==> src/rtl/crr_pkg.sv <==
package crr_pkg;

  localparam int PES_PER_CLUSTER = 16;
  localparam int PTR_W = 4;
  localparam int COUNT_W = 5;
  localparam int CFG_IDX_W = 3;
  localparam int CFG_DATA_W = 64;
  localparam int CLUSTER_W = 2;
  localparam int NUM_COUNT_REGS = 4;

  localparam int DEF_NUM_CLUSTERS = 4;
  localparam int DEF_MAX_PES = 16;

  localparam logic [COUNT_W-1:0] COUNT_RESET = 5'd16;
  localparam logic [CFG_DATA_W-1:0] ENABLE_RESET = '1;

  localparam logic [CFG_IDX_W-1:0] REG_PE_ENABLE = 3'd0;
  localparam logic [CFG_IDX_W-1:0] REG_PE_COUNT0 = 3'd1;
  localparam logic [CFG_IDX_W-1:0] REG_PE_COUNT1 = 3'd2;
  localparam logic [CFG_IDX_W-1:0] REG_PE_COUNT2 = 3'd3;
  localparam logic [CFG_IDX_W-1:0] REG_PE_COUNT3 = 3'd4;

  typedef struct packed {
    logic [CLUSTER_W-1:0]       cluster_index;
    logic [PES_PER_CLUSTER-1:0] mappable_mask;
  } crr_req_t;

  typedef struct packed {
    logic             found;
    logic [PTR_W-1:0] pe_index;
  } crr_rsp_t;

  typedef struct packed {
    logic             found;
    logic [PTR_W-1:0] pe_index;
    logic [PTR_W-1:0] ptr_next;
  } crr_search_t;

endpackage

==> src/rtl/crr_ram.sv <==
module crr_ram #(
  parameter int WIDTH = 4,
  parameter int DEPTH = 4,
  localparam int AW = (DEPTH > 1) ? $clog2(DEPTH) : 1
) (
  input  logic             clk,
  input  logic             we,
  input  logic [AW-1:0]    waddr,
  input  logic [WIDTH-1:0] wdata,
  input  logic             re,
  input  logic [AW-1:0]    raddr,
  output logic [WIDTH-1:0] rdata
);

  logic [WIDTH-1:0] mem [DEPTH];

  always_ff @(posedge clk) begin
    if (we) begin
      mem[waddr] <= wdata;
    end
    if (re) begin
      rdata <= mem[raddr];
    end
  end

endmodule

==> src/rtl/crr_search.sv <==
module crr_search import crr_pkg::*; #(
  parameter int MAX_PES = DEF_MAX_PES
) (
  input  logic                       cluster_ok,
  input  logic [PTR_W-1:0]           ptr,
  input  logic [COUNT_W-1:0]         count,
  input  logic [PES_PER_CLUSTER-1:0] enable,
  input  logic [PES_PER_CLUSTER-1:0] mask,
  output crr_search_t                result
);

  logic [COUNT_W-1:0] n;
  logic [PTR_W-1:0]   start;
  logic [MAX_PES-1:0] elig;
  logic [MAX_PES-1:0] upper;
  logic [MAX_PES-1:0] pick;
  logic [PTR_W-1:0]   idx;
  logic [COUNT_W-1:0] idx_inc;

  always_comb begin
    n = (count > COUNT_W'(MAX_PES)) ? COUNT_W'(MAX_PES) : count;

    // The stored pointer may be stale after a count change, so it is
    // reduced modulo the count by testing every possible quotient.
    start = '0;
    for (int k = 0; k < PES_PER_CLUSTER; k++) begin
      if ((9'(ptr) >= 9'(k) * 9'(n)) && (9'(ptr) < (9'(k) + 9'd1) * 9'(n))) begin
        start = PTR_W'(9'(ptr) - 9'(k) * 9'(n));
      end
    end

    for (int i = 0; i < MAX_PES; i++) begin
      elig[i]  = cluster_ok && (COUNT_W'(i) < n) && enable[i] && mask[i];
      upper[i] = elig[i] && (PTR_W'(i) >= start);
    end

    pick = (|upper) ? upper : elig;
    idx = '0;
    for (int i = MAX_PES - 1; i >= 0; i--) begin
      if (pick[i]) begin
        idx = PTR_W'(i);
      end
    end

    idx_inc = COUNT_W'(idx) + COUNT_W'(1);
    result.found    = |elig;
    result.pe_index = (|elig) ? idx : '0;
    result.ptr_next = (idx_inc == n) ? '0 : PTR_W'(idx_inc);
  end

endmodule

==> src/rtl/clustered_round_robin_pe_picker.sv <==
// Channel   Direction  Word        Handshake
// req       in         crr_req_t   req_valid / req_stall
// rsp       out        crr_rsp_t   rsp_valid / rsp_stall
// cfg       in         3b index    cfg_we, 64-bit cfg_data
//
// Each word is handled in two steps: the cluster's pointer is read from the
// pointer memory, then the search runs and the pointer is written back.
// A new request is taken at the earliest in the cycle after the previous
// write-back, so a read never overlaps a write of the same pointer.
// Reset clears the pointer valid bits at once; an unwritten pointer reads as zero.
// A stalled response holds the search step until the output register frees.
module clustered_round_robin_pe_picker import crr_pkg::*; #(
  parameter int NUM_CLUSTERS = DEF_NUM_CLUSTERS,
  parameter int MAX_PES = DEF_MAX_PES
) (
  input  logic                  clk,
  input  logic                  rst,
  input  logic                  cfg_we,
  input  logic [CFG_IDX_W-1:0]  cfg_index,
  input  logic [CFG_DATA_W-1:0] cfg_data,
  input  logic                  req_valid,
  output logic                  req_stall,
  input  crr_req_t              req_word,
  output logic                  rsp_valid,
  input  logic                  rsp_stall,
  output crr_rsp_t              rsp_word
);

  localparam int AW = (NUM_CLUSTERS > 1) ? $clog2(NUM_CLUSTERS) : 1;

  typedef enum logic {
    ST_IDLE,
    ST_CALC
  } state_t;

  state_t                  state;
  logic [CFG_DATA_W-1:0]   pe_enable_bits;
  logic [COUNT_W-1:0]      pe_count [NUM_COUNT_REGS];
  logic [NUM_CLUSTERS-1:0] ptr_valid;
  crr_req_t                held;
  logic [PTR_W-1:0]        ptr_rdata;
  logic [PTR_W-1:0]        ptr_cur;
  logic [AW-1:0]           held_addr;
  logic                    cluster_ok;
  logic                    accept;
  logic                    finish;
  crr_search_t             search;

  assign req_stall  = (state != ST_IDLE);
  assign accept     = req_valid && !req_stall;
  assign finish     = (state == ST_CALC) && (!rsp_valid || !rsp_stall);
  assign held_addr  = AW'(held.cluster_index);
  assign cluster_ok = ({1'b0, held.cluster_index} < (CLUSTER_W + 1)'(NUM_CLUSTERS));
  assign ptr_cur    = (cluster_ok && ptr_valid[held_addr]) ? ptr_rdata : '0;

  always_ff @(posedge clk) begin
    if (rst) begin
      pe_enable_bits <= ENABLE_RESET;
      for (int i = 0; i < NUM_COUNT_REGS; i++) begin
        pe_count[i] <= COUNT_RESET;
      end
    end else if (cfg_we) begin
      case (cfg_index)
        REG_PE_ENABLE: pe_enable_bits <= cfg_data;
        REG_PE_COUNT0: pe_count[0] <= cfg_data[COUNT_W-1:0];
        REG_PE_COUNT1: pe_count[1] <= cfg_data[COUNT_W-1:0];
        REG_PE_COUNT2: pe_count[2] <= cfg_data[COUNT_W-1:0];
        REG_PE_COUNT3: pe_count[3] <= cfg_data[COUNT_W-1:0];
        default: ;
      endcase
    end
  end

  crr_ram #(
    .WIDTH(PTR_W),
    .DEPTH(NUM_CLUSTERS)
  ) u_ptr_ram (
    .clk  (clk),
    .we   (finish && search.found),
    .waddr(held_addr),
    .wdata(search.ptr_next),
    .re   (accept),
    .raddr(AW'(req_word.cluster_index)),
    .rdata(ptr_rdata)
  );

  crr_search #(
    .MAX_PES(MAX_PES)
  ) u_search (
    .cluster_ok(cluster_ok),
    .ptr       (ptr_cur),
    .count     (pe_count[held.cluster_index]),
    .enable    (pe_enable_bits[held.cluster_index * PES_PER_CLUSTER +: PES_PER_CLUSTER]),
    .mask      (held.mappable_mask),
    .result    (search)
  );

  always_ff @(posedge clk) begin
    if (rst) begin
      state     <= ST_IDLE;
      rsp_valid <= 1'b0;
      ptr_valid <= '0;
    end else begin
      if (!finish && rsp_valid && !rsp_stall) begin
        rsp_valid <= 1'b0;
      end
      case (state)
        ST_IDLE: begin
          if (accept) begin
            held  <= req_word;
            state <= ST_CALC;
          end
        end
        ST_CALC: begin
          if (finish) begin
            rsp_valid         <= 1'b1;
            rsp_word.found    <= search.found;
            rsp_word.pe_index <= search.pe_index;
            if (search.found) begin
              ptr_valid[held_addr] <= 1'b1;
            end
            state <= ST_IDLE;
          end
        end
        default: state <= ST_IDLE;
      endcase
    end
  end

endmodule

==> config.mk <==
export PLATFORM = sky130hd
export DESIGN_NAME = clustered_round_robin_pe_picker
export DESIGN_NICKNAME = d
export VERILOG_FILES = /design/src/rtl/crr_pkg.sv /design/src/rtl/crr_ram.sv /design/src/rtl/crr_search.sv /design/src/rtl/clustered_round_robin_pe_picker.sv
export SDC_FILE = /design/constraint.sdc
export NUM_CORES = 1
export LEC_CHECK = 0
export BUFFER_PORTS_ARGS = -buffer_cell sky130_fd_sc_hd__buf_2
export CAP_MARGIN = 20
export CELL_PAD_IN_SITES_DETAIL_PLACEMENT = 2
export CELL_PAD_IN_SITES_GLOBAL_PLACEMENT = 2
export CORE_MARGIN = 2
export CORE_UTILIZATION = 39
export CTS_CLUSTER_DIAMETER = 40
export DETAILED_ROUTE_END_ITERATION = 10
export PLACE_DENSITY_LB_ADDON = 0.1
export SLEW_MARGIN = 20
export SYNTH_ARGS = -nofsm -noshare
export SYNTH_HDL_FRONTEND = slang
export SYNTH_HIERARCHICAL = 1
export SYNTH_SLANG_ARGS = --single-unit
==> constraint.sdc <==
create_clock -name clk -period 12.7 [get_ports clk]
set_clock_uncertainty 0.2 [all_clocks]
set_input_delay 1.27 -clock clk [delete_from_list [all_inputs] [get_ports clk]]
set_output_delay 1.27 -clock clk [all_outputs]
set_load 0.02 [all_outputs]
# Word-level counts from Yosys, hierarchy flattened
# Memory sizes are Yosys's and may differ from the RTL's. A register that Yosys moved wholly into a read port is not among the register bits.
# Index checks and enable logic that the tools add are counted.
[op_classes]
n_lt_le_gt_ge = 67
reduce_logical = 82
multipliers = 11
n_shift = 1
eq_ne = 5
n_addsub = 16
mux = 71
bitwise_logic = 7
[ops]
columns = ["op", "count"]
rows = [
  ["$mux W4", 34],
  ["$lt A4 B9 Y1", 8],
  ["$logic_and A1 B1 Y1", 70],
  ["$shiftx A64 B7 Y16", 1],
  ["$ge A4 B9 Y1", 7],
  ["$sub A4 B4 Y4", 15],
  ["$lt A4 B5 Y1 const A", 8],
  ["$mul A4 B5 Y9 const A", 4],
  ["$ge A4 B4 Y1 const A", 8],
  ["$ge A4 B8 Y1", 4],
  ["$lt A4 B8 Y1", 4],
  ["$mul A3 B5 Y8 const A", 4],
  ["$reduce_or A16 Y1", 2],
  ["$mux W1", 27],
  ["$mux W5", 5],
  ["$mul A2 B5 Y7 const A", 3],
  ["$lt A3 B5 Y1 const A", 4],
  ["$ge A3 B4 Y1 const A", 4],
  ["$mux W16", 1],
  ["$ge A4 B7 Y1", 2],
  ["$lt A4 B7 Y1", 2],
  ["$lt A1 B5 Y1 const A", 2],
  ["$lt A2 B5 Y1 const A", 2],
  ["$reduce_and A3 Y1", 3],
  ["26 further kinds", 36],
]
[word_totals]
in_bits = 90
ram_bits = 36
regBits = 93
out_inout_bits = 7
mem_count = 2
[memory_table]
columns = ["memory", "depth", "word_bits", "rd", "rd_ports_with_merged_regs", "write_ports", "line", "text"]
rows = [
  ["pe_count", 4, 5, 1, 1, 4, "clustered_round_robin_pe_picker.sv:38", "logic [COUNT_W-1:0] pe_count [NUM_COUNT_REGS];"],
  ["u_ptr_ram.mem", 4, 4, 1, 1, 1, "crr_ram.sv:15", "logic [WIDTH-1:0] mem [DEPTH];"],
]

# Logic depth before layout (Yosys ltp)
[depth]
depth_word = 44
depth_mapped = 37
depth_no_buf = 33

# Cells and area by module
# Netlist, hierarchy kept.
[modules_own_cells]
columns = ["module", "seq_area_each_um2", "area_per_inst_um2", "cells_per_inst", "instances"]
rows = [
  ["crr_search", 0.0, 5156.2, 690, 1],
  ["clustered_round_robin_pe_picker", 2732.6, 4951.0, 424, 1],
  ["crr_ram", 600.6, 737.0, 28, 1],
]

# Worst setup path before layout
# OpenSTA, ideal clock, no wires.
[synth_timing]
path_type = "flip-flop to flip-flop"
startpoint = "register (tool-made name)"
endpoint = "memory u_ptr_ram.mem[0][1], data pin"
n_path_buf = 3
setup_slack_ns = 3.714
path_stages_with_launch = 34
setup_ns = 0.281
t_arrival_ns = 8.505
required_time_ns = 12.219
synth_period_minus_slack_ns = 8.986
cell_sequence = "dfxtp_1 buf_2 mux4_2 buf_2 inv_1 nand2_1 inv_1 fa_1 fa_1 ha_1 and3_1 or3_1 a222oi_1 o211a_1 nor2_2 or4_1 o22ai_2 nor2_2 o311ai_2 o2111ai_1 buf_4 o21ai_2 mux2_2 a221oi_2 o21ai_2 inv_1 ha_1 xor2_1 nor2_1 nand3_1 nor3_1 a211oi_4 a2111oi_4 a211oi_1"
[synth_rtl]
columns = ["element", "line"]
rows = [
  ["end, declared", "crr_ram.sv:15"],
]

==> flow_summary.toml <==
[run_status]
run_status = "completed"

[synth]
post_synth_inst_count = 1142
mappedNetlistArea_sq_um = 10800
async_reset_ff_share_pct = 0
synth.avg_cell_area_sq_um = 9.50
synthFlopType = "dfxtp_1"
synth_edf_count = 63
synth-seq-cells = 135
synth.yosys.seq_area_share_pct = 30.7
yosysWarningCount = 6
synth_unique_cells = 99

[layout]
instances_no_fill = 1617
post_route_cells_drive_above_1_share_pct = 17.4
nets = 1408
finish.instance_area_sq_um = 12200
layout_common_cells = "nor2_1, buf_2, ha_1"
flow.area_growth_from_synthesis_pct = 12.7
mostFrequentLayoutCell = "nor2_1"

[flow_run]
max_cap_viol_count = 0

[clocking]
post_cts_setup_buffer_count = 0
cts_num_sinks = 135
cts_inserted_buffers = 17
h-tree-depth = 4
cts_tree = "yes"
clkSlewWorstSetupHoldPaths_ns = 0.07
clock_path_buffers = 2
cts_hold_repair.buffers = 0
clock_root_buffer_master = "clkbuf_16"
cts.repair.resized = 0
clock_latency_on_the_worst_skew_pair_ns = 0.43

[drt]
drt_pass1_iterations = 5
detail-route-antenna-nets = 0
vias_post_dr = 9551
detailroute.wirelength.met3_mm = 1.37
dr.max_layer_used = "met5"
wl_mm = 40.4
wl_per_cell_microns = 25.0
dr_wl_met2_mm = 19.9
wl_met1_mm = 17.8
iter_0_drt_violations = 556
vias_per_std_cell = 5.91
remaining_drc_errors = 0

[worst_setup_path]
reg2reg_setup_slack_ns = 1.75
ff2ff_path_depth = 31
critPathArrivalTime_ns = 10.91
critical-path-max-stage-delay_ns = 0.68
critical_path.slowest_cell = "a222oi_1"
cp-start-kind = "flip-flop"
timing_worst_setup_path_type = "reg -> reg"
worstSetupEndpointType = "flip-flop"
worstPathMaxFanout = 14
path_common_cell = "inv_1"
crit_required_ns = 12.66
timing.rr.end = "u_ptr_ram/mem[3][1]"

[floorplan]
rows = 61
design.die.area_sq_um = 29200
start_util_pct = 39.4
die_w_microns = 171
num_io_pins = 97
chipHeight_microns = 171
floorplan.core_area_sq_um = 27600

[sta]
rsz0062_at_grt = "false"
fin_tns_setup_ns = 0
slew_viol_final = 0
fmaxAchievable_mhz = 91.3
maxSlewHeadroom_pct = 38.3
setup_violations = 0
final_min_period_over_clock_period_pct = 86.2
tightestPinTransition_ns = 0.918
post-route-min-period_ns = 10.95
final-hold-violation-count = 0

[min_path]
timing.hold.worst_endpoint = "ptr_valid[1]"
hold-path-cell-count = 2
timing.hold.worst.start = "ptr_valid[1]"
worstHoldPathType = "reg -> reg"

[pwr]
power_leakage_uw = 0.00474
power_density_nw_per_um2 = 182
vdd_ir_drop_max_mv = 0.0873

[global_route]
grt_max_degree = 97
globalRoute.totalOverflow = 0
antenna_found_initial = 4
gr-usage-all-layers_pct = 28.2
wire_length_of_the_first_global_routing_pass_mm = 61.5
first_global_vias = 10400

[place]
placed_cells_incl_taps = 1582
port_buffers = 96
detailed_placement_wirelength_estimate_mm = 31.5
placed_area_sq_um = 11600
place_congestion = 0.919
==> synth_stat cells, drive strengths merged, types with 9 or more instances <==
cell	n	area (sq um)
or2	14	90.1
a21oi	57	293
nand2	43	164
xor2	11	96.3
xnor2	15	131
ha	73	913
nor3	30	150
clkbuf	12	45.0
a211oi	13	120
edfxtp	63	1890
nand2b	15	93.8
or3	14	87.6
fa	22	440
o21a	11	82.6
mux4	26	601
o22ai	9	62.6
o21ai	38	198
and2	10	62.6
buf	33	226
a21o	14	105
o211ai	11	82.6
nand4	10	62.6
dfxtp	72	1440
nor2b	17	106
mux2i	67	671
nand3	24	120
inv	68	255
nor2	188	711
==> metal layers <==
layer,global-route usage [%],up-vias
met4,10.6,2
met1,35.4,4830
li1,-,4419
met2,48.8,225
met5,0,-
met3,4.44,75
==> metrics by stage <==
stage | worst slack [ns] | hold WS (ns) | util, % | power (uW)
finish | 1.75 | 0.282 | 44.4 | 2230
global route | 1.10 | 0.308 | 44.3 | 2350
CTS | 1.47 | 0.282 | 44.3 | 2210
detailed placement | 1.62 | 0.268 | 42.2 | 1700
global placement | 2.15 | 0.239 | 42.2 | 1660
floorplan | 3.71 | 0.222 | - | 1360
==> critical path, delay by kind of cell, from the launching register on <==
kind            cells  cell delay, ns
compound gates     12            3.27
xor+xnor            1            0.17
simple gates        9            2.84
flops               1            0.51
buf+inv             4            1.37
mux                 1            0.57
fa+ha+maj           4            1.75
==> cell type report <==
| class | instances | area (sq um) |
|---|---|---|
| fillers | 3015 | 15300 |
| repair buffers | 106 | 558 |
| inverters | 68 | 255 |
| diodes | 3 | 7.51 |
| flip-flops and latches | 135 | 3330 |
| multi-input cells | 895 | 7010 |
| clock buffers | 19 | 464 |
| clock inverters | 13 | 126 |
| well taps | 378 | 473 |
==> how the worst max path moves through the flow <==
stage	start	to	slack [ns]	cells past startpoint
after floorplan	flip-flop	u_ptr_ram/mem[0][1]	3.71	33
after global placement	flip-flop	u_ptr_ram/mem[2][1]	2.15	31
after detailed placement	flip-flop	u_ptr_ram/mem[1][1]	1.62	31
after CTS	flip-flop	u_ptr_ram/mem[3][1]	1.47	31
after global routing	flip-flop	u_ptr_ram/mem[1][2]	1.10	33
final	flip-flop	u_ptr_ram/mem[3][1]	1.75	31
==> cell families (layout without fill, tap and decap cells) <==
logic type / count (synthesis) / after routing / synth area share, %
simple gates: 411 / 411 / 19.0
compound gates: 261 / 261 / 18.3
flops: 135 / 135 / 30.7
buf+inv: 113 / 206 / 4.86
mux: 100 / 100 / 12.4
fa+ha+maj: 95 / 95 / 12.5
xor+xnor: 26 / 26 / 2.10
other cells: 1 / 5 / 0.0346
==> report_power, final <==
group | switching, uW | leakage, uW | total, uW | internal (uW)
Sequential | 9.81 | 0.00118 | 528 | 518
Clock | 226 | 0.000287 | 503 | 277
Combinational | 789 | 0.00328 | 1200 | 407
Total | 1020 | 0.00474 | 2230 | 1200
==> sequential cells by signal (all words and copies together) (netlist names), named ones only <==
register and cells:
held 16, held_addr 2, pe_count 20, pe_enable_bits 64, ptr_valid 4, req_stall 1
rsp_valid 1, rsp_word 5, u_ptr_ram/mem 16, u_ptr_ram/rdata 4
(Power assumes the default switching activity.)
